File: config.mk
export PLATFORM = sky130hd
export DESIGN_NAME = mbsl_cfg_regs
export DESIGN_NICKNAME = d
export VERILOG_FILES = /design/src/rtl/mbsl_pkg.sv /design/src/rtl/mbsl_cfg_regs.sv
export SDC_FILE = /design/constraint.sdc
export NUM_CORES = 1
export LEC_CHECK = 0
export ABC_AREA = 1
export BUFFER_PORTS_ARGS = -buffer_cell sky130_fd_sc_hd__buf_2
export CORE_MARGIN = 5
export CORE_UTILIZATION = 49
export DETAILED_ROUTE_END_ITERATION = 7
export GPL_TIMING_DRIVEN = 1
export PLACE_DENSITY = 0.85
export SLEW_MARGIN = 20
export SYNTH_ARGS = -nofsm -noshare
export SYNTH_HDL_FRONTEND = slang
export SYNTH_SLANG_ARGS = --single-unit
File: constraint.sdc
create_clock -name clk_i -period 1 [get_ports clk_i]
set_clock_uncertainty 0.15 [all_clocks]
set_input_delay 0.1 -clock clk_i [delete_from_list [all_inputs] [get_ports clk_i]]
set_output_delay 0.1 -clock clk_i [all_outputs]
set_load 0.005 [all_outputs]
File: src/rtl/mbsl_pkg.sv
package mbsl_pkg;

  localparam int unsigned DEF_MAX_WIDTH  = 1024;
  localparam int unsigned DEF_MAX_HEIGHT = 1024;
  localparam int unsigned DEF_MAX_WIN_W  = 64;
  localparam int unsigned DEF_MAX_WIN_H  = 64;

  localparam int unsigned CFG_IDX_W = 2;
  localparam int unsigned CFG_IW    = 11;
  localparam int unsigned CFG_WW    = 7;

  localparam int unsigned IMG_W_RST = 640;
  localparam int unsigned IMG_H_RST = 480;
  localparam int unsigned WIN_W_RST = 16;
  localparam int unsigned WIN_H_RST = 16;

  localparam int unsigned PIX_W  = 8;
  localparam int unsigned CS_W   = 14;
  localparam int unsigned SUM_W  = 20;
  localparam int unsigned OUT_XW = 10;
  localparam int unsigned OUT_YW = 10;

  typedef enum logic [CFG_IDX_W-1:0] {
    CFG_IMG_W = 2'd0,
    CFG_IMG_H = 2'd1,
    CFG_WIN_W = 2'd2,
    CFG_WIN_H = 2'd3
  } cfg_idx_e;

  // Configuration, already clamped to the legal ranges.
  typedef struct packed {
    logic [CFG_IW-1:0] img_w;
    logic [CFG_IW-1:0] img_h;
    logic [CFG_WW-1:0] win_w;
    logic [CFG_WW-1:0] win_h;
  } cfg_t;

  // Position flags of one pixel, worked out when it is accepted.
  typedef struct packed {
    logic x_first;
    logic x_short;
    logic y_first;
    logic y_short;
    logic cand;
    logic last;
  } pos_flags_t;

  typedef struct packed {
    logic [OUT_XW-1:0] x;
    logic [OUT_YW-1:0] y;
    logic [SUM_W-1:0]  sum;
    logic              found;
  } res_t;

  function automatic int unsigned addr_w(int unsigned depth);
    return (depth > 1) ? $clog2(depth) : 1;
  endfunction

  function automatic logic [CFG_IW-1:0] clamp_img(logic [CFG_IW-1:0] v, int unsigned hi);
    logic [CFG_IW-1:0] r;
    r = v;
    if (v == '0) r = CFG_IW'(1);
    else if (32'(v) > hi) r = CFG_IW'(hi);
    return r;
  endfunction

  function automatic logic [CFG_WW-1:0] clamp_win(logic [CFG_WW-1:0] v, int unsigned hi);
    logic [CFG_WW-1:0] r;
    r = v;
    if (v == '0) r = CFG_WW'(1);
    else if (32'(v) > hi) r = CFG_WW'(hi);
    return r;
  endfunction

endpackage

File: src/rtl/mbsl_cfg_regs.sv
module mbsl_cfg_regs
  import mbsl_pkg::*;
#(
  parameter int unsigned MAX_WIDTH  = DEF_MAX_WIDTH,
  parameter int unsigned MAX_HEIGHT = DEF_MAX_HEIGHT,
  parameter int unsigned MAX_WIN_W  = DEF_MAX_WIN_W,
  parameter int unsigned MAX_WIN_H  = DEF_MAX_WIN_H
) (
  input  logic                 clk_i,
  input  logic                 rst_ni,
  input  logic                 cfg_we_i,
  input  logic [CFG_IDX_W-1:0] cfg_idx_i,
  input  logic [CFG_IW-1:0]    cfg_wdata_i,
  output cfg_t                 cfg_o
);

  // Values are clamped as they are written, so users see legal sizes only.
  cfg_t cfg_q;

  always_ff @(posedge clk_i or negedge rst_ni) begin
    if (!rst_ni) begin
      cfg_q.img_w <= clamp_img(CFG_IW'(IMG_W_RST), MAX_WIDTH);
      cfg_q.img_h <= clamp_img(CFG_IW'(IMG_H_RST), MAX_HEIGHT);
      cfg_q.win_w <= clamp_win(CFG_WW'(WIN_W_RST), MAX_WIN_W);
      cfg_q.win_h <= clamp_win(CFG_WW'(WIN_H_RST), MAX_WIN_H);
    end else if (cfg_we_i) begin
      unique case (cfg_idx_e'(cfg_idx_i))
        CFG_IMG_W: cfg_q.img_w <= clamp_img(cfg_wdata_i, MAX_WIDTH);
        CFG_IMG_H: cfg_q.img_h <= clamp_img(cfg_wdata_i, MAX_HEIGHT);
        CFG_WIN_W: cfg_q.win_w <= clamp_win(cfg_wdata_i[CFG_WW-1:0], MAX_WIN_W);
        CFG_WIN_H: cfg_q.win_h <= clamp_win(cfg_wdata_i[CFG_WW-1:0], MAX_WIN_H);
        default: ;
      endcase
    end
  end

  assign cfg_o = cfg_q;

endmodule

==> summary.md <==
| Metric | Value |
|---|---|
| Global route total overflow | 0 |
| Overall die height | 66.1 um |
| Buffers on Ports | 51 |
| Average wire length per cell after detail routing | 13.7 um |
| Required time of the critical path | 0.75 ns |
| Worst path buffer plus inverter count | 1 |
| Power density cells | 1480 mW/mm^2 |
| Sequential element share of the synthesized area | 0.590 |
| Compound-gate portion of the synthesized area | 0.0640 |
| Max FFs per register | 36 |
| Unique masters post-synth | 18 |
| CP peak stage delay | 0.54 ns |
| Hold violation total from the final report | 1 |
| Post-detailed-route DRC marker count | 0 |
| Final setup slack of the worst path | -0.249 ns |
| Placement Setup Slack | -0.232 ns |
| Routed vias/inst | 4.88 |
| Commonest cells after routing, fill and taps aside | 72 x sky130_fd_sc_hd__nand2_1, 50 x sky130_fd_sc_hd__buf_2, 33 x sky130_fd_sc_hd__buf_4 |
| Vias | 1576 |
| Global-route wire length before repair | 7170 um |
| Worst slew margin | 0.781 |
| Worst voltage drop across the vdd grid | 0.869 mV |
| Clock net sink count | 36 |
| Largest delay contributor family on the critical path | flip-flops |
| Classification of the worst setup path | flip-flop to output pin |
| Met2 Use GR | 0.352 |
| Final worst path period need | 1.25 ns |
| Library cell contributing the largest single delay on the critical path | sky130_fd_sc_hd__dfstp_2 |
| Number of optimization iterations in the first detailed-route pass | 4 |
| Setup repair after global routing missed its margin | true |
| Number of global-route vias before repair | 1533 |
| Combinational family with the most area after synthesis | simple AND/OR/NAND/NOR gates |
| Overall die area | 0.00437 mm^2 |
| WP data arrival | 1.00 ns |
| Result of the run | finished with violations |
| Count of final setup violators | 37 |
| CTS root buffer | sky130_fd_sc_hd__clkbuf_4 |
| Area delta synth->final | 49.6% |
| Transition time at the pin with the least slew margin | 0.327 ns |
| Setup crit end kind | output pin |
| Highest Clock Rate | 0.801 GHz |
| Max Fanout on Critical Path | 2 |
| Most common cell after layout, fill and taps aside | sky130_fd_sc_hd__nand2_1 |
| Most heavily used metal layer in global routing | met2 |
| Seq cells post-synth | 36 |
| Initial Util | 0.510 |
| Maximum number of pins on one net before global-route repair | 37 |
| Initial drt markers | 102 |
| Pins over their slew limit | 0 |
| Maximum clock insertion buffer count | 2 |
| Part of the cycle the worst path needs | 1.25 |
| Top Ports | 52 |
| Post-Synthesis Cells | 177 |
| Row count | 20 |
| Skew-Pair Late Insertion Delay | 0.35 ns |
| Mux contribution to synthesized area | 0 |
| Class of the tightest hold or removal check | input port to flip-flop |
| Met1 Use GR | 0.274 |
| Deepest level of the CTS H-tree | 2 |
| Number of synthesis warnings | 0 |
| Number of antenna violations at the first check in global routing | 0 |
| Met3 track demand over resource | 0.0697 |
| Share of final-layout standard cells stronger than drive strength 1 | 0.430 |
| HPWL after detailed placement | 2920 um |
| Number of buffers created by CTS | 5 |
| Drt total wl | 4430 um |
| Adder and majority cell fraction of the synthesized area | 0 |
| Die X-Extent | 66.1 um |
| Violations in the final reports | negative hold slack, negative setup slack |
| CP startpoint kind | flip-flop |
| Number of nets in the layout | 294 |
| Netlist Area Pre-Place | 0.00154 mm^2 |
| Clock slew at the register clock pins of the worst setup and hold paths | 0.11 ns |
| Static leakage | 0.00133 uW |
| CTS tree | done |
| Number of fill cells in the layout | 214 |
| Total GRT Usage | 0.220 |
| Register cell area after layout | 911 um^2 |
| Placeable core region | 0.00303 mm^2 |
| Net Count, Synth | 193 |
| Total of max-cap violations | 0 |
| Combined area of the multi-input logic cells | 548 um^2 |
| Average cell area after synthesis | 8.72 um^2 |
| Chain of cells forming the critical path | buf_2 |
| Number of antenna cells inserted | 0 |
| Area fraction in and, or, nand and nor cells after synthesis | 0.286 |
| Xor and xnor fraction of the mapped netlist area | 0 |
| Final worst hold slack | -0.0121 ns |
| Routability congestion estimate from global placement | 0.894 |
| Remaining antenna violation count after routing | 0 |
| Fin util | 0.763 |
repair_timing:
item | 4_1_cts | 5_1_grt
pin swaps | 0 | 3
setup buffers | 8 | 7
endpoints found under the hold margin | 54 | 0
gates resized for setup | 0 | 9
setup endpoints to repair | 36 | 43
hold buffers | 11 | 0
worst paths after layout:
kind | startpoint | end | slack (ns) | depth (start not counted)
worst max-delay path | cfg_o[21]$_DFFE_PN1P_ | cfg_o[21] | -0.25 | 1
worst min-delay path | cfg_we_i | cfg_o[35]$_DFFE_PN0P_ | -0.01 | 3
worst max register to register | cfg_o[8]$_DFFE_PN0P_ | cfg_o[8]$_DFFE_PN0P_ | -0.03 | 4
worst min register to register | cfg_o[22]$_DFFE_PN1P_ | cfg_o[22]$_DFFE_PN1P_ | 0.32 | 2
max in group asynchronous | rst_ni | cfg_o[34]$_DFFE_PN1P_ | 0.35 | 3
min in group asynchronous | rst_ni | cfg_o[7]$_DFFE_PN0P_ | 0.09 | 3
where the power goes:
| part | internal, uW | leakage (uW) | switching [uW] |
|---|---|---|---|
| combinational | 443 | 0.000850 | 384 |
| sequential | 1670 | 0.000445 | 94.6 |
| clock | 334 | 0.0000380 | 481 |
worst reg2reg max path: stages, from the launching register on:
cell,delay [ns]
sky130_fd_sc_hd__dfrtp_1,0.40
sky130_fd_sc_hd__buf_4,0.14
sky130_fd_sc_hd__buf_4,0.12
sky130_fd_sc_hd__nand2_1,0.05
sky130_fd_sc_hd__o21ai_1,0.06
synthesized netlist by cell type:
library cell | instances | area (um^2)
sky130_fd_sc_hd__nor2_1 | 6 | 22.5
sky130_fd_sc_hd__nand3_1 | 15 | 75.1
sky130_fd_sc_hd__dfstp_2 | 8 | 210
sky130_fd_sc_hd__clkbuf_1 | 1 | 3.75
sky130_fd_sc_hd__inv_1 | 13 | 48.8
sky130_fd_sc_hd__buf_2 | 2 | 10.0
sky130_fd_sc_hd__dfrtp_1 | 28 | 701
sky130_fd_sc_hd__nand2_1 | 73 | 274
sky130_fd_sc_hd__nand3_2 | 3 | 30.0
sky130_fd_sc_hd__o21bai_4 | 1 | 18.8
sky130_fd_sc_hd__nor3_1 | 1 | 5.00
sky130_fd_sc_hd__inv_2 | 5 | 18.8
sky130_fd_sc_hd__o21a_1 | 2 | 15.0
sky130_fd_sc_hd__buf_6 | 1 | 11.3
sky130_fd_sc_hd__nor2_2 | 4 | 25.0
sky130_fd_sc_hd__o21ai_1 | 12 | 60.1
sky130_fd_sc_hd__nor3_2 | 1 | 10.0
sky130_fd_sc_hd__o21ai_0 | 1 | 5.00
layout make-up:
class | instances | share of cell area
timing repair buffer | 98 | 0.289
tap | 44 | 0.0238
clock inverter | 2 | 0.00433
clock buffer | 6 | 0.0222
sequential | 36 | 0.394
inverter | 18 | 0.0293
multi-input combinational | 119 | 0.237
layer usage:
| layer | share of wire | up-vias |
|---|---|---|
| met5 | 0 | - |
| met3 | 0.069 | 16 |
| met4 | 0.030 | 0 |
| met2 | 0.49 | 65 |
| li1 | - | 755 |
| met1 | 0.41 | 740 |
per-stage QoR:
step	instances	hold WS (ns)	total power [uW]	instance area [um^2]	setup TNS, ns
after floorplan	177	-0.346	2050	1540	0
after global placement	289	-0.0798	2430	2000	-2.40
after detailed placement	289	-0.0736	2450	2000	-3.23
after CTS	316	0.00313	3340	2230	-5.33
after global routing	323	0.0224	3610	2310	-6.72
final	323	-0.0121	3410	2310	-5.22
logic make-up after synthesis:
kind of cell / count (synthesis)
and+or+nand+nor: 103
DFF: 36
buffers and inverters: 22
AOI/OAI and AO/OA: 16
Note: power is estimated with default switching activity, not from simulation.
