==> config.mk <==
export PLATFORM = sky130hd
export DESIGN_NAME = mbsl_best_track
export DESIGN_NICKNAME = d
export VERILOG_FILES = /design/src/rtl/mbsl_pkg.sv /design/src/rtl/mbsl_best_track.sv
export SDC_FILE = /design/constraint.sdc
export NUM_CORES = 1
export LEC_CHECK = 0
export CAP_MARGIN = 20
export CORE_ASPECT_RATIO = 0.8
export CORE_MARGIN = 2
export CORE_UTILIZATION = 45
export CTS_CLUSTER_DIAMETER = 150
export DETAILED_ROUTE_END_ITERATION = 10
export DONT_BUFFER_PORTS = 1
export PLACE_DENSITY = 0.66
export SYNTH_ARGS = -nofsm -noshare
export SYNTH_HDL_FRONTEND = slang
export SYNTH_SLANG_ARGS = --single-unit
==> constraint.sdc <==
create_clock -name clk_i -period 10.5 [get_ports clk_i]
set_input_delay 1.05 -clock clk_i [delete_from_list [all_inputs] [get_ports clk_i]]
set_output_delay 1.05 -clock clk_i [all_outputs]
set_load 0.01 [all_outputs]
==> src/rtl/mbsl_pkg.sv <==
package mbsl_pkg;

  localparam int unsigned DEF_MAX_WIDTH  = 1024;
  localparam int unsigned DEF_MAX_HEIGHT = 1024;
  localparam int unsigned DEF_MAX_WIN_W  = 64;
  localparam int unsigned DEF_MAX_WIN_H  = 64;

  localparam int unsigned CFG_IDX_W = 2;
  localparam int unsigned CFG_IW    = 11;
  localparam int unsigned CFG_WW    = 7;

  localparam int unsigned IMG_W_RST = 640;
  localparam int unsigned IMG_H_RST = 480;
  localparam int unsigned WIN_W_RST = 16;
  localparam int unsigned WIN_H_RST = 16;

  localparam int unsigned PIX_W  = 8;
  localparam int unsigned CS_W   = 14;
  localparam int unsigned SUM_W  = 20;
  localparam int unsigned OUT_XW = 10;
  localparam int unsigned OUT_YW = 10;

  typedef enum logic [CFG_IDX_W-1:0] {
    CFG_IMG_W = 2'd0,
    CFG_IMG_H = 2'd1,
    CFG_WIN_W = 2'd2,
    CFG_WIN_H = 2'd3
  } cfg_idx_e;

  // Configuration, already clamped to the legal ranges.
  typedef struct packed {
    logic [CFG_IW-1:0] img_w;
    logic [CFG_IW-1:0] img_h;
    logic [CFG_WW-1:0] win_w;
    logic [CFG_WW-1:0] win_h;
  } cfg_t;

  // Position flags of one pixel, worked out when it is accepted.
  typedef struct packed {
    logic x_first;
    logic x_short;
    logic y_first;
    logic y_short;
    logic cand;
    logic last;
  } pos_flags_t;

  typedef struct packed {
    logic [OUT_XW-1:0] x;
    logic [OUT_YW-1:0] y;
    logic [SUM_W-1:0]  sum;
    logic              found;
  } res_t;

  function automatic int unsigned addr_w(int unsigned depth);
    return (depth > 1) ? $clog2(depth) : 1;
  endfunction

  function automatic logic [CFG_IW-1:0] clamp_img(logic [CFG_IW-1:0] v, int unsigned hi);
    logic [CFG_IW-1:0] r;
    r = v;
    if (v == '0) r = CFG_IW'(1);
    else if (32'(v) > hi) r = CFG_IW'(hi);
    return r;
  endfunction

  function automatic logic [CFG_WW-1:0] clamp_win(logic [CFG_WW-1:0] v, int unsigned hi);
    logic [CFG_WW-1:0] r;
    r = v;
    if (v == '0) r = CFG_WW'(1);
    else if (32'(v) > hi) r = CFG_WW'(hi);
    return r;
  endfunction

endpackage

==> src/rtl/mbsl_best_track.sv <==
module mbsl_best_track
  import mbsl_pkg::*;
#(
  parameter int unsigned MAX_WIDTH  = DEF_MAX_WIDTH,
  parameter int unsigned MAX_HEIGHT = DEF_MAX_HEIGHT,
  localparam int unsigned COL_W     = addr_w(MAX_WIDTH),
  localparam int unsigned ROW_W     = addr_w(MAX_HEIGHT)
) (
  input  logic             clk_i,
  input  logic             rst_ni,
  input  logic             b_valid_i,
  input  logic [CS_W-1:0]  b_cs_i,
  input  logic [CS_W-1:0]  b_hist_i,
  input  logic [COL_W-1:0] b_x_i,
  input  logic [ROW_W-1:0] b_y_i,
  input  pos_flags_t       b_flags_i,
  output logic [1:0]       res_pend_o,
  output logic             result_valid_o,
  input  logic             result_ready_i,
  output res_t             result_o
);

  logic              c_valid_q;
  logic [SUM_W-1:0]  c_sum_q;
  logic [COL_W-1:0]  c_x_q;
  logic [ROW_W-1:0]  c_y_q;
  logic              c_cand_q;
  logic              c_last_q;

  logic [SUM_W-1:0]  best_sum_q;
  logic [COL_W-1:0]  best_x_q;
  logic [ROW_W-1:0]  best_y_q;
  logic              found_q;

  res_t              out_q;
  logic              out_valid_q;
  res_t              skid_q;
  logic              skid_valid_q;

  logic [SUM_W-1:0]  sum_base;
  logic [SUM_W-1:0]  sum_drop;
  logic [SUM_W-1:0]  sum_d;
  logic              better;
  logic [SUM_W-1:0]  nb_sum;
  logic [COL_W-1:0]  nb_x;
  logic [ROW_W-1:0]  nb_y;
  logic              nb_found;
  logic              push;
  res_t              push_res;
  logic              pop;
  logic              out_free;

  // Box sum along the row: add the new column sum, drop the one that leaves.
  assign sum_base = b_flags_i.x_first ? '0 : c_sum_q;
  assign sum_drop = b_flags_i.x_short ? '0 : SUM_W'(b_hist_i);
  assign sum_d    = sum_base + SUM_W'(b_cs_i) - sum_drop;

  always_ff @(posedge clk_i or negedge rst_ni) begin
    if (!rst_ni) begin
      c_valid_q <= 1'b0;
    end else begin
      c_valid_q <= b_valid_i;
    end
  end

  always_ff @(posedge clk_i) begin
    if (b_valid_i) begin
      c_sum_q  <= sum_d;
      c_x_q    <= b_x_i;
      c_y_q    <= b_y_i;
      c_cand_q <= b_flags_i.cand;
      c_last_q <= b_flags_i.last;
    end
  end

  // Strictly greater keeps the first box in raster order on a tie.
  assign better   = c_cand_q && (!found_q || (c_sum_q > best_sum_q));
  assign nb_sum   = better ? c_sum_q : best_sum_q;
  assign nb_x     = better ? c_x_q : best_x_q;
  assign nb_y     = better ? c_y_q : best_y_q;
  assign nb_found = found_q || better;

  assign push           = c_valid_q && c_last_q;
  assign push_res.x     = OUT_XW'(nb_x);
  assign push_res.y     = OUT_YW'(nb_y);
  assign push_res.sum   = nb_sum;
  assign push_res.found = nb_found;

  always_ff @(posedge clk_i or negedge rst_ni) begin
    if (!rst_ni) begin
      best_sum_q <= '0;
      best_x_q   <= '0;
      best_y_q   <= '0;
      found_q    <= 1'b0;
    end else if (c_valid_q) begin
      if (c_last_q) begin
        best_sum_q <= '0;
        best_x_q   <= '0;
        best_y_q   <= '0;
        found_q    <= 1'b0;
      end else begin
        best_sum_q <= nb_sum;
        best_x_q   <= nb_x;
        best_y_q   <= nb_y;
        found_q    <= nb_found;
      end
    end
  end

  // Two-entry result queue: output register plus a skid register.
  assign pop      = out_valid_q && result_ready_i;
  assign out_free = !out_valid_q || pop;

  always_ff @(posedge clk_i or negedge rst_ni) begin
    if (!rst_ni) begin
      out_valid_q  <= 1'b0;
      skid_valid_q <= 1'b0;
    end else if (out_free) begin
      if (skid_valid_q) begin
        out_valid_q  <= 1'b1;
        skid_valid_q <= push;
      end else begin
        out_valid_q  <= push;
      end
    end else if (push) begin
      skid_valid_q <= 1'b1;
    end
  end

  always_ff @(posedge clk_i) begin
    if (out_free) begin
      if (skid_valid_q) begin
        out_q <= skid_q;
        if (push) begin
          skid_q <= push_res;
        end
      end else if (push) begin
        out_q <= push_res;
      end
    end else if (push) begin
      skid_q <= push_res;
    end
  end

  assign res_pend_o     = 2'(push) + 2'(out_valid_q) + 2'(skid_valid_q);
  assign result_valid_o = out_valid_q;
  assign result_o       = out_q;

endmodule

==> results.toml <==
[grt]
grt_pass1_vias = 5444
grt_overflow = 0
grt_usage_pct = 17.3
antenna_found_initial = 0
grt_max_degree = 53
grt_pass1_wl_mm = 28.1

[critical_path]
crit_path_end_kind = "register"
r2r-start = "c_sum_q[3]"
arrival_ns = 3.99
crit_fanout = 52
timing.reg2reg.setup_slack_ns = 6.68
path_class = "reg2reg"
cp-start-kind = "register"
r2r_cells = 8
r2r_end = "result_o[40]"
required_ns = 10.68

[floorplan]
die_y_um = 130
die_area_um2 = 21000
initial_core_util_pct = 45.5
rows = 46
dieWidth_um = 162
coreArea_um2 = 19700
io_pins = 102

[detailed_routing]
drc = 0
route.antenna.remaining_nets = 0
drt-total-wl_mm = 17.7
drt_pass1_iterations = 5
viasPerCell = 5.48
vias = 5340
routedWlPerCell_um = 18.2
initialDrtViolationCount = 271

[power]
leakagePower_nw = 3.93
peakVddDrop_v = 0.000124
switching_share_pct = 34.4
clockPowerShare_pct = 22.1
p_sw_mw = 0.892
seqPwrFrac_pct = 42.0
power.density_nw_per_um2 = 267
power_mw = 2.59
combPwrFrac_pct = 35.9
internal_power_mw = 1.70

[synth]
synthCells = 702
synth_warnings = 0
synth_top_area_cell = "edfxtp_1"
netlist_top_cells_area = "edfxtp_1, dfrtp_1, mux2_2"
synth-main-ff-cell = "edfxtp_1"
syn_nets = 817
ys_seq_elements = 168
avgSynthCellArea_um2 = 12.7
yosysUniqueCellTypes = 50
synth.top_cell.area_share_pct = 41.6
synthArstFlopShare_pct = 26.2
netlist_area_um2 = 8950
yosysSeqAreaShare_pct = 53.9
synth_edf_count = 124

[timing]
finalHoldViolCount = 0
setup_viol = 0
timing.fmax_mhz = 262
tns_ns = 0
finalCritPeriodShare_pct = 36.4
maxSlewHeadroom_pct = 32.0
rsz0062_at_grt = "false"
drv_slew = 0
fin_crit_ns = 3.82
worstMarginPinSlew_ns = 1.02
fin_skew_ns = 0.00970

[placed_design]
placed_cells = 942
hpwl_mm = 12.1
port_buffers = 0
place.gp.congestion = 0.870

[worst_hold_path]
hp-class = "in2async"

[layout]
stdcell_count = 974
layout.nets = 812
syn_to_final_growth_pct = 8.56
drive_gt1_share_pct = 18.3
diodes = 0

[cts]
cts_buffers = 17
root_buffer = "clkbuf_16"
h-tree-depth = 4
post_cts_buffers = 0
cts_hold_buf = 0
cts_tree = "done"
clock_latency_ns = 0.43
cts-resized-gates = 0
cts.sinks = 168
cts_buffer_depth = 2
clkSlewWorstSetupHoldPaths_ns = 0.07

[outcome]
status = "complete, no violations"

[flow_run]
maxCapViolations = 0
[synth_stat cells, drive strengths merged, types with 4 or more instances]
cell    instances
a21o            8
a21oi          26
a22o           12
a31oi           4
buf            12
clkbuf         18
dfrtp          44
edfxtp        124
fa             15
ha             42
inv            95
mux2           87
nand2          36
nand2b         24
nand3          25
nand4           8
nor2           12
nor2b          17
o21ai          12
o21bai          4
o221ai         20
o22ai           7
xnor2          12
xor2            5
[per-stage QoR]
step / instance area (um^2) / worst slack, ns / utilization (%) / hold WS (ns)
after floorplan: 8950 / 6.58 / - / 0.478
after global placement: 9190 / 6.51 / 46.7 / 0.503
after detailed placement: 9190 / 6.40 / 46.7 / 0.508
after CTS: 9710 / 6.65 / 49.4 / 0.300
after global routing: 9710 / 6.50 / 49.4 / 0.297
final: 9710 / 6.68 / 49.4 / 0.315
[power by group through the flow]
stage	registers, mW	logic, mW	clock network (mW)
2_1_floorplan	1.05	0.758	0
5_1_grt	1.11	1.03	0.609
3_5_place_dp	1.10	0.916	0
4_1_cts	1.09	0.924	0.581
6_report	1.09	0.929	0.572
3_3_place_gp	1.10	0.870	0
[worst max path at each step]
stage / start / end / depth (start not counted)
3_5_place_dp: b_flags_i[5] / c_sum_q[17] / 10
5_1_grt: c_sum_q[3] / result_o[40] / 8
2_1_floorplan: b_flags_i[5] / c_sum_q[16] / 13
4_1_cts: c_sum_q[3] / result_o[40] / 8
6_report: c_sum_q[3] / result_o[40] / 8
3_3_place_gp: b_hist_i[1] / c_sum_q[16] / 11
[placed cells by master, fill, tap and decap left out, types with 10 or more instances in the layout]
master     count
o221ai_1      20
o21ai_0       10
dfrtp_1       44
nor2_1        10
nand3_1       25
mux2_2        50
fa_1          15
nand2b_1      24
ha_1          42
inv_1         95
nand2_1       36
mux2_4        37
a22o_1        12
nor2b_1       16
a21oi_1       26
xnor2_1       12
edfxtp_1     124
clkbuf_16     17
[registers in the layout, summed over array words and instances, names as in the netlist]
name / cells
best_sum_q: 20
best_x_q: 10
best_y_q: 10
c_cand_q: 1
c_last_q: 1
c_sum_q: 20
c_valid_q: 1
c_x_q: 10
c_y_q: 10
found_q: 1
result_o: 41
result_valid_o: 1
skid_q: 41
skid_valid_q: 1
[per-layer routing]
metal / part of all wire, % / GRT usage, %
met3: 4.5 / 4.16
met5: 0 / 0
met2: 47 / 28.3
met1: 46 / 22.4
met4: 2.0 / 7.03
[cell families after synthesis]
logic type                 share of synthesized area, %
and+or+nand+nor                                    8.08
muxes                                              12.8
adders and majority gates                          9.23
AOI/OAI and AO/OA                                  8.50
xor gates and xnor gates                           1.66
DFF                                                53.9
buffers and inverters                              5.77
[critical path: stages (launching register included)]
cell,delay [ns]
edfxtp_1,0.48
ha_1,0.35
a21oi_1,0.15
o21ai_1,0.11
a221o_1,0.39
o311ai_4,0.69
buf_4,0.67
mux2_2,0.42
mux2_2,0.28
[layout make-up]
class / count / area (um^2)
clock buffer: 18 / 429
inverter: 96 / 360
sequential: 168 / 4820
clock inverter: 14 / 100
fill: 1683 / 9970
multi-input combinational: 408 / 3620
timing repair buffer: 6 / 45.0
tap: 264 / 330
Note: power is estimated with default switching activity, not from simulation.
