File: src/rtl/mbsl_pkg.sv
package mbsl_pkg;

  localparam int unsigned DEF_MAX_WIDTH  = 1024;
  localparam int unsigned DEF_MAX_HEIGHT = 1024;
  localparam int unsigned DEF_MAX_WIN_W  = 64;
  localparam int unsigned DEF_MAX_WIN_H  = 64;

  localparam int unsigned CFG_IDX_W = 2;
  localparam int unsigned CFG_IW    = 11;
  localparam int unsigned CFG_WW    = 7;

  localparam int unsigned IMG_W_RST = 640;
  localparam int unsigned IMG_H_RST = 480;
  localparam int unsigned WIN_W_RST = 16;
  localparam int unsigned WIN_H_RST = 16;

  localparam int unsigned PIX_W  = 8;
  localparam int unsigned CS_W   = 14;
  localparam int unsigned SUM_W  = 20;
  localparam int unsigned OUT_XW = 10;
  localparam int unsigned OUT_YW = 10;

  typedef enum logic [CFG_IDX_W-1:0] {
    CFG_IMG_W = 2'd0,
    CFG_IMG_H = 2'd1,
    CFG_WIN_W = 2'd2,
    CFG_WIN_H = 2'd3
  } cfg_idx_e;

  // Configuration, already clamped to the legal ranges.
  typedef struct packed {
    logic [CFG_IW-1:0] img_w;
    logic [CFG_IW-1:0] img_h;
    logic [CFG_WW-1:0] win_w;
    logic [CFG_WW-1:0] win_h;
  } cfg_t;

  // Position flags of one pixel, worked out when it is accepted.
  typedef struct packed {
    logic x_first;
    logic x_short;
    logic y_first;
    logic y_short;
    logic cand;
    logic last;
  } pos_flags_t;

  typedef struct packed {
    logic [OUT_XW-1:0] x;
    logic [OUT_YW-1:0] y;
    logic [SUM_W-1:0]  sum;
    logic              found;
  } res_t;

  function automatic int unsigned addr_w(int unsigned depth);
    return (depth > 1) ? $clog2(depth) : 1;
  endfunction

  function automatic logic [CFG_IW-1:0] clamp_img(logic [CFG_IW-1:0] v, int unsigned hi);
    logic [CFG_IW-1:0] r;
    r = v;
    if (v == '0) r = CFG_IW'(1);
    else if (32'(v) > hi) r = CFG_IW'(hi);
    return r;
  endfunction

  function automatic logic [CFG_WW-1:0] clamp_win(logic [CFG_WW-1:0] v, int unsigned hi);
    logic [CFG_WW-1:0] r;
    r = v;
    if (v == '0) r = CFG_WW'(1);
    else if (32'(v) > hi) r = CFG_WW'(hi);
    return r;
  endfunction

endpackage

File: src/rtl/mbsl_scan.sv
module mbsl_scan
  import mbsl_pkg::*;
#(
  parameter int unsigned MAX_WIDTH  = DEF_MAX_WIDTH,
  parameter int unsigned MAX_HEIGHT = DEF_MAX_HEIGHT,
  parameter int unsigned MAX_WIN_H  = DEF_MAX_WIN_H,
  localparam int unsigned COL_W     = addr_w(MAX_WIDTH),
  localparam int unsigned ROW_W     = addr_w(MAX_HEIGHT),
  localparam int unsigned SLOT_W    = addr_w(MAX_WIN_H)
) (
  input  logic              clk_i,
  input  logic              rst_ni,
  input  logic              accept_i,
  input  cfg_t              cfg_i,
  output logic [COL_W-1:0]  x_o,
  output logic [ROW_W-1:0]  y_o,
  output logic [SLOT_W-1:0] slot_o,
  output logic [SLOT_W-1:0] old_slot_o,
  output logic [COL_W-1:0]  hist_addr_o,
  output pos_flags_t        flags_o
);

  logic [COL_W-1:0]  col_q;
  logic [ROW_W-1:0]  row_q;
  logic [SLOT_W-1:0] slot_q;
  logic              end_row;
  logic              end_frame;
  logic [31:0]       old_sum;
  logic [31:0]       old_wrap;

  assign end_row   = (32'(col_q) + 32'd1) >= 32'(cfg_i.img_w);
  assign end_frame = end_row && ((32'(row_q) + 32'd1) >= 32'(cfg_i.img_h));

  always_ff @(posedge clk_i or negedge rst_ni) begin
    if (!rst_ni) begin
      col_q  <= '0;
      row_q  <= '0;
      slot_q <= '0;
    end else if (accept_i) begin
      if (end_row) begin
        col_q <= '0;
        if (end_frame) begin
          row_q  <= '0;
          slot_q <= '0;
        end else begin
          row_q  <= row_q + ROW_W'(1);
          slot_q <= (32'(slot_q) == MAX_WIN_H - 1) ? '0 : slot_q + SLOT_W'(1);
        end
      end else begin
        col_q <= col_q + COL_W'(1);
      end
    end
  end

  // Ring slot of the row that leaves the box, window height rows back.
  assign old_sum  = 32'(slot_q) + MAX_WIN_H - 32'(cfg_i.win_h);
  assign old_wrap = (old_sum >= MAX_WIN_H) ? old_sum - MAX_WIN_H : old_sum;

  assign x_o         = col_q;
  assign y_o         = row_q;
  assign slot_o      = slot_q;
  assign old_slot_o  = SLOT_W'(old_wrap);
  assign hist_addr_o = COL_W'(32'(col_q) - 32'(cfg_i.win_w));

  assign flags_o.x_first = (col_q == '0);
  assign flags_o.x_short = 32'(col_q) < 32'(cfg_i.win_w);
  assign flags_o.y_first = (row_q == '0);
  assign flags_o.y_short = 32'(row_q) < 32'(cfg_i.win_h);
  assign flags_o.cand    = !flags_o.x_short && !flags_o.y_short;
  assign flags_o.last    = end_frame;

endmodule

File: config.mk
export PLATFORM = sky130hd
export DESIGN_NAME = mbsl_scan
export DESIGN_NICKNAME = d
export VERILOG_FILES = /design/src/rtl/mbsl_pkg.sv /design/src/rtl/mbsl_scan.sv
export SDC_FILE = /design/constraint.sdc
export NUM_CORES = 1
export LEC_CHECK = 0
export BUFFER_PORTS_ARGS = -buffer_cell sky130_fd_sc_hd__buf_2
export CELL_PAD_IN_SITES_DETAIL_PLACEMENT = 0
export CELL_PAD_IN_SITES_GLOBAL_PLACEMENT = 1
export CORE_MARGIN = 5
export CORE_UTILIZATION = 39
export CTS_BUF_LIST = sky130_fd_sc_hd__clkbuf_4 sky130_fd_sc_hd__clkbuf_8
export DETAILED_ROUTE_END_ITERATION = 10
export PLACE_DENSITY = 0.79
export SLEW_MARGIN = 15
export SYNTH_ARGS = -nofsm -noshare
export SYNTH_HDL_FRONTEND = slang
export SYNTH_SLANG_ARGS = --single-unit
File: constraint.sdc
create_clock -name clk_i -period 4 [get_ports clk_i]
set_clock_uncertainty 0.05 [all_clocks]
set_input_delay 0.6 -clock clk_i [delete_from_list [all_inputs] [get_ports clk_i]]
set_output_delay 0.6 -clock clk_i [all_outputs]
set_load 0.02 [all_outputs]
==> results of run 1 <==
[layout make-up]
class | instances | area (um2)
Fill cell | 748 | 3770
Multi-Input combinational cell | 250 | 1950
Sequential cell | 26 | 651
Timing Repair Buffer | 89 | 453
Inverter | 50 | 188
Tap cell | 99 | 124
Clock buffer | 3 | 41.3
Clock inverter | 1 | 30.0
[cells by family after synthesis]
logic type | synth area share [%]
XOR/XNOR | 8.57
buffers and inverters | 9.05
flip-flops | 22.7
multiplexers | 0.743
adder cells (fa/ha/maj) | 21.1
AO/OA/AOI/OAI | 20.4
AND/OR/NAND/NOR | 17.5
[final timing paths]
kind	start	endpoint	slack, ns
setup / recovery	y_o[0]$_DFFE_PN0P_	flags_o[0]	0.36
hold / removal	rst_ni	y_o[1]$_DFFE_PN0P_	0.27
setup reg to reg	y_o[0]$_DFFE_PN0P_	y_o[0]$_DFFE_PN0P_	0.71
hold reg to reg	y_o[9]$_DFFE_PN0P_	y_o[9]$_DFFE_PN0P_	0.56
max in group asynchronous	rst_ni	slot_o[5]$_DFFE_PN0P_	3.22
min in group clk_i	y_o[9]$_DFFE_PN0P_	y_o[9]$_DFFE_PN0P_	0.56
[worst max-delay path: stages, from the launching register on]
cell     delay [ns]
dfrtp_1        0.45
ha_1           0.26
nand3_1        0.15
nor2_1         0.26
and3_1         0.28
xor2_1         0.17
ha_1           0.26
a21oi_1        0.14
o21ai_0        0.09
or3_1          0.39
inv_1          0.07
nor2_1         0.04
buf_2          0.15
[sequential cells by signal, indices dropped and copies added, names as in the netlist]
signal  cells
slot_o      6
x_o        10
y_o        10
[through the flow]
step           worst slack [ns]  total power [mW]  instances  util, %  hold WS [ns]
6_report                  0.357              1.28        518     47.7         0.272
5_1_grt                   0.133              1.40        518     47.7         0.313
4_1_cts                   0.343              1.30        518     47.7         0.297
3_5_place_dp              0.654              1.07        514     46.7         0.532
3_3_place_gp              0.753              1.06        514     46.7         0.531
2_1_floorplan             0.444             0.847        336        -         0.254
[power groups by stage]
stage                     registers (mW)  clock network (mW)  logic, mW
after floorplan                    0.388                   0      0.460
after global placement             0.363                   0      0.696
after detailed placement           0.365                   0      0.707
after CTS                          0.361               0.232      0.710
after global routing               0.371               0.242      0.786
final                              0.360               0.224      0.698
[per-layer routing]
layer / global-route usage [%] / vias up / share of wire [%]
met5: 0 / - / 0
met4: 1.90 / 0 / 0.50
met3: 2.29 / 4 / 5.3
met2: 27.4 / 69 / 47
met1: 21.0 / 1187 / 47
li1: - / 1328 / -
[synthesized netlist by cell type, drive strengths merged (2+ instances only)]
library cell and n:
inv 50, ha 45, dfrtp 26, nand2 18
xnor2 18, nor2b 17, a21oi 16, nor2 15
o21ai 14, nand3 12, a22o 10, xor2 10
a31o 9, o21bai 9, and3 8, buf 7
nand2b 6, nor3 6, a21boi 4, a21o 3
clkbuf 3, o31ai 3, a211oi 2, a31oi 2
fa 2, nand4 2, nor4 2, o21a 2
or3 2
==> results by group, run 1 <==
Clock tree
  – # resized after CTS: 0
  – Worst skew pair latency: 0.27 ns
  – CTS Buf Count: 3
  – Clk sinks: 26
  – Root buf cell: clkbuf_8
  – Clock tree buffer depth: 2
  – Postcts setup bufs: 0
  – CTS tree: yes
  – H-tree Lvls: 1
  – Clk slew on worst S/H paths: 0.10 ns
  – CTS Hold Bufs: 0

Placed design
  – IO Port Bufs: between 80 and 90
  – HPWL after DPL: 5600 um
  – Area after DPL: 0.00337 mm2
  – RePlAce Congestion: 0.832

Setup path
  – Worst EP required: 3.35 ns
  – Worst setup SP type: register
  – CP arrival: around 3 ns
  – FF-to-FF path depth: 12
  – Setup crit end kind: primary output
  – CP max FO: 6
  – WS Path Type: register to primary output

Timing
  – Count of final hold-check violations: 0
  – Final setup fails: 0
  – Unrepaired setup endpoints after global routing: no
  – Minimum clock period: 3.64 ns
  – TNS Setup: 0 ns
  – Worst Tran Pin Value: around 0.61 ns
  – Final slew viol count: 0
  – Final period util: between 90 and 100%
  – Max Clock Freq: 275 MHz
  – Worst slew margin: 59.0%

Logic synthesis
  – Async set-or-reset flop fraction in the synthesized netlist: 100%
  – Distinct cell type count after synthesis: 49
  – Syn Area/Cell: approximately 8.5 um2
  – Syn nets: 422
  – Synth Flop Type: dfrtp_1
  – Yosys warns: 0
  – Synth top area cells: dfrtp_1 23%, ha_1 20%, inv_1 6.6%
  – Share of the synthesized area in the top cell type: 22.7%
  – Number of synthesized flops with an enable pin: 0
  – Synth area leader: dfrtp_1
  – Syn Inst Count: around 340
  – Sequential-to-total area share from yosys stat: 22.7%
  – Synth Register Bits: 26
  – Synth Cell Area: 0.00286 mm2

Routing
  – Final wirelength: about 6900 um
  – Post-route DRC: 0
  – DR vias: about 2,600
  – DR WL/cell: roughly 13 um
  – Initial DRC count: 87
  – Antenna Nets Post-Route: 0
  – Via density: 5.00
  – Drt pass-1 iters: 4

Pwr
  – Sequential fraction of design power: 28.1%
  – Combinational group share of total power: a little over half
  – Worst vdd ir: 205 uV
  – Clock share of power: 17.5%
  – Sw Ratio: 43.9%
  – P_int: 0.719 mW
  – Power Density: 373 mW/mm2
  – Lkg Pwr: 1.95 nW
  – Sw Pwr: 0.562 mW

Finish
  – Nets@finish: 506
  – Commonest non-fill, non-tap cells in the layout: 86 x buf_2, 50 x inv_1, 45 x ha_1
  – Area grow syn2layout: 20.1%
  – Share of layout cells above drive strength 1: 27.4%
  – Fin area: 0.00344 mm2
  – Most common cell after layout, fill and taps aside: buf_2
  – Diodes inserted: 0

Flow run
  – Max_cap viols: 0

Global routing
  – First-pass GRT wire length: 11,700 um
  – Total Routing Usage GR: between 10% and 20%
  – Largest net degree at the start of global routing: 27
  – Number of global-route vias before repair: 2,547
  – Congestion Overflow GR: 0
  – Antenna violations before repair: 0

Floorplan
  – Core ar.: 0.00721 mm2
  – Die height: 95.7 um
  – Initial Util: 39.7%
  – FP Rows: 31
  – Die Area: just over 0.009 mm2
  – Die width: 95.7 um
  – I/O Pins: 87

Outcome
  – Status: finished, final reports clean

Min path
  – HP Class: input pin to async pin
Power figures use the tool's default switching activity.
==> run 2: changes to the inputs <==
--- a/config.mk
+++ b/config.mk
@@ -9,10 +9,11 @@
 export CELL_PAD_IN_SITES_DETAIL_PLACEMENT = 0
 export CELL_PAD_IN_SITES_GLOBAL_PLACEMENT = 1
 export CORE_MARGIN = 5
-export CORE_UTILIZATION = 39
+export CORE_UTILIZATION = 35
 export CTS_BUF_LIST = sky130_fd_sc_hd__clkbuf_4 sky130_fd_sc_hd__clkbuf_8
 export DETAILED_ROUTE_END_ITERATION = 10
-export PLACE_DENSITY = 0.79
+export PLACE_DENSITY = 0.74
+export SKIP_CTS_REPAIR_TIMING = 1
 export SLEW_MARGIN = 15
 export SYNTH_ARGS = -nofsm -noshare
 export SYNTH_HDL_FRONTEND = slang
==> constraint.sdc (replaced) <==
create_clock -name clk_i -period 3 [get_ports clk_i]
set_clock_uncertainty 0.05 [all_clocks]
set_input_delay 0.45 -clock clk_i [delete_from_list [all_inputs] [get_ports clk_i]]
set_output_delay 0.45 -clock clk_i [all_outputs]
set_load 0.02 [all_outputs]
==> run 2 against run 1 <==
Sequential share of layout area is 1.5 points lower. The flow now finishes with violations (negative setup slack). Combinational power is 59% higher. Utilization is 0.98 points lower. Register-to-register slack worse by 0.65 ns. Largest cell class unchanged. Wire length is 10% higher. Via count is 3.7% higher. Sequential cell count stayed put.
==> results by group, run 2 (synthesized netlist as in run 1, its figures left out) <==
Clock tree
  – Worst skew pair latency: 0.27 ns (about the same)
  – Root buf cell: clkbuf_8
  – CTS tree: yes
  – Clk slew on worst S/H paths: 0.10 ns (about the same)
  – CTS Buf Count: 3 (unchanged)
  – Clock tree buffer depth: 2 (unchanged)
  – H-tree Lvls: 1 (unchanged)
  – Clk sinks: 26 (unchanged)

Finish
  – Share of layout cells above drive strength 1: 38.9% (+11 points)
  – Commonest non-fill, non-tap cells in the layout: 84 x buf_2, 48 x inv_1, 41 x ha_1
  – Reg area: 657 um2 (+0.96%)
  – Most common cell after layout, fill and taps aside: buf_2
  – Diodes inserted: 0 (unchanged)
  – Area grow syn2layout: 32.0%
  – Nets@finish: 532 (+5.1%)
  – # fillers: 835 (+12%)
  – Multi-input gate area: 0.00210 mm2 (+7.6%)
  – Post-Layout Cell Count: 550 (+6.2%)

Outcome
  – Failing checks: negative setup slack
  – Status: finished with violations

Setup path
  – Setup crit end kind: primary output
  – Slowest stage delay, CP: 0.48 ns (+0.03 ns)
  – Critical Path Slowest Stage Cell: dfrtp_2
  – Worst Path Buf+Inv: 3 (+1)
  – CP arrival: 2.69 ns (-0.30 ns)
  – Worst path cell trace: ha_4 -> buf_6 -> xor2_2 -> ha_1 -> a211o_1 -> a31oi_2 -> nor3_2 -> or3_4 -> inv_2 -> nor2_2 -> buf_6
  – Crit path top cell by count: buf_6
  – CP max FO: 6 (unchanged)
  – Worst setup SP type: register
  – Crit-path leading delay family: adder cells
  – WS Path Type: register to primary output
  – Worst EP required: 2.50 ns (-0.85 ns)

Global routing
  – First-pass GRT wire length: 12,500 um (+6.9%)
  – Total Routing Usage GR: 15.0% (-0.65 points)
  – Congestion Overflow GR: 0 (unchanged)
  – Largest net degree at the start of global routing: 27 (unchanged)
  – Number of global-route vias before repair: 2,701 (+6.0%)
  – Antenna violations before repair: 0 (unchanged)

Placed design
  – RePlAce Congestion: 0.823 (-1.2%)
  – Inst Count DP: 536 (+4.3%)
  – IO Port Bufs: 86 (unchanged)
  – HPWL after DPL: 6110 um (+9.2%)
  – DP Worst Slack: 0.0248 ns (-0.630 ns)

Routing
  – DR vias: 2,683 (+3.7%)
  – Final wirelength: 7620 um (+10%)
  – Drt pass-1 iters: 4 (unchanged)
  – Antenna Nets Post-Route: 0 (unchanged)
  – Post-route DRC: 0 (unchanged)
  – Initial DRC count: 35 (-60%)
  – DR WL/cell: 13.9 um (+3.6%)
  – Via density: 4.88 (-2.4%)

Flow run
  – Max_cap viols: 0 (unchanged)

Timing
  – Final slew viol count: 0 (unchanged)
  – Count of final hold-check violations: 0 (unchanged)
  – Final period util: 106%
  – Worst Tran Pin Value: 0.634 ns (+0.0191 ns)
  – TNS Setup: -0.194 ns (-0.194 ns)
  – Max Clock Freq: 313 MHz
  – Worst slew margin: 57.8% (-1.3 points)
  – Minimum clock period: 3.19 ns
  – Final setup fails: 1 (+1)
  – Hold WS: 0.124 ns (-0.148 ns)
  – PnR worst setup slack: -0.194 ns (-0.551 ns)
  – Unrepaired setup endpoints after global routing: yes

Floorplan
  – Die Area: 0.0101 mm2 (+10%)
  – I/O Pins: 87 (unchanged)
  – Die width: 100 um (+5.0%)
  – Core ar.: 0.00809 mm2 (+12%)
  – Initial Util: 35.4% (-4.3 points)
  – FP Rows: 33 (+6.5%)
  – Die height: 100 um (+5.0%)

Pwr
  – Power Density: 472 mW/mm2 (+27%)
  – Worst vdd ir: 372 uV (+82%)
  – Lkg Pwr: 2.07 nW (+5.8%)

Min path
  – HP Class: input pin to async pin
## run 2: metal layers
layer	wire [um]	GRT usage (%)
met1	3340	19.1
met2	3760	26.7
met3	454	2.57
met4	62	3.11
met5	0	0
## run 2: path summary, 6_finish.rpt
kind	cells after the start	slack, ns	from	endpoint
max	11	-0.19	y_o[1]$_DFFE_PN0P_	flags_o[0]
min	1	0.12	rst_ni	y_o[1]$_DFFE_PN0P_
max reg2reg	11	0.06	y_o[1]$_DFFE_PN0P_	y_o[8]$_DFFE_PN0P_
min reg2reg	2	0.54	y_o[3]$_DFFE_PN0P_	y_o[3]$_DFFE_PN0P_
max in group asynchronous	1	2.33	rst_ni	y_o[3]$_DFFE_PN0P_
min in group clk_i	2	0.54	y_o[3]$_DFFE_PN0P_	y_o[3]$_DFFE_PN0P_
## run 2: area by class of cell
type,count,area share (%)
multi-input combinational,251,55.6
sequential,26,17.4
timing repair buffer,114,17.3
inverter,50,4.97
tap,105,3.48
clock buffer,4,1.29
## run 2: worst register-to-register path, stage by stage (launching register included)
cell and delay, ns:
dfrtp_2 0.48, ha_4 0.20, buf_6 0.12, xor2_2 0.14, ha_1 0.32, a211o_1 0.31
a31oi_2 0.19, nor3_2 0.08, or3_4 0.38, buf_4 0.22, nor2_2 0.23, a22o_1 0.18
## run 2: report_power, final
group | leakage, nW | internal (mW) | switching [mW]
registers | 0.344 | 0.395 | 0.0565
logic | 1.70 | 0.483 | 0.626
clock network | 0.0262 | 0.104 | 0.119
total | 2.07 | 0.982 | 0.802
## run 2: metrics by stage
step | utilization (%) | area [um2] | total power [mW]
2_1_floorplan | - | 2930 | 1.15
3_3_place_gp | 44.0 | 3560 | 1.48
3_5_place_dp | 44.0 | 3560 | 1.49
4_1_cts | 44.7 | 3610 | 1.72
5_1_grt | 46.7 | 3780 | 1.94
6_report | 46.7 | 3780 | 1.78
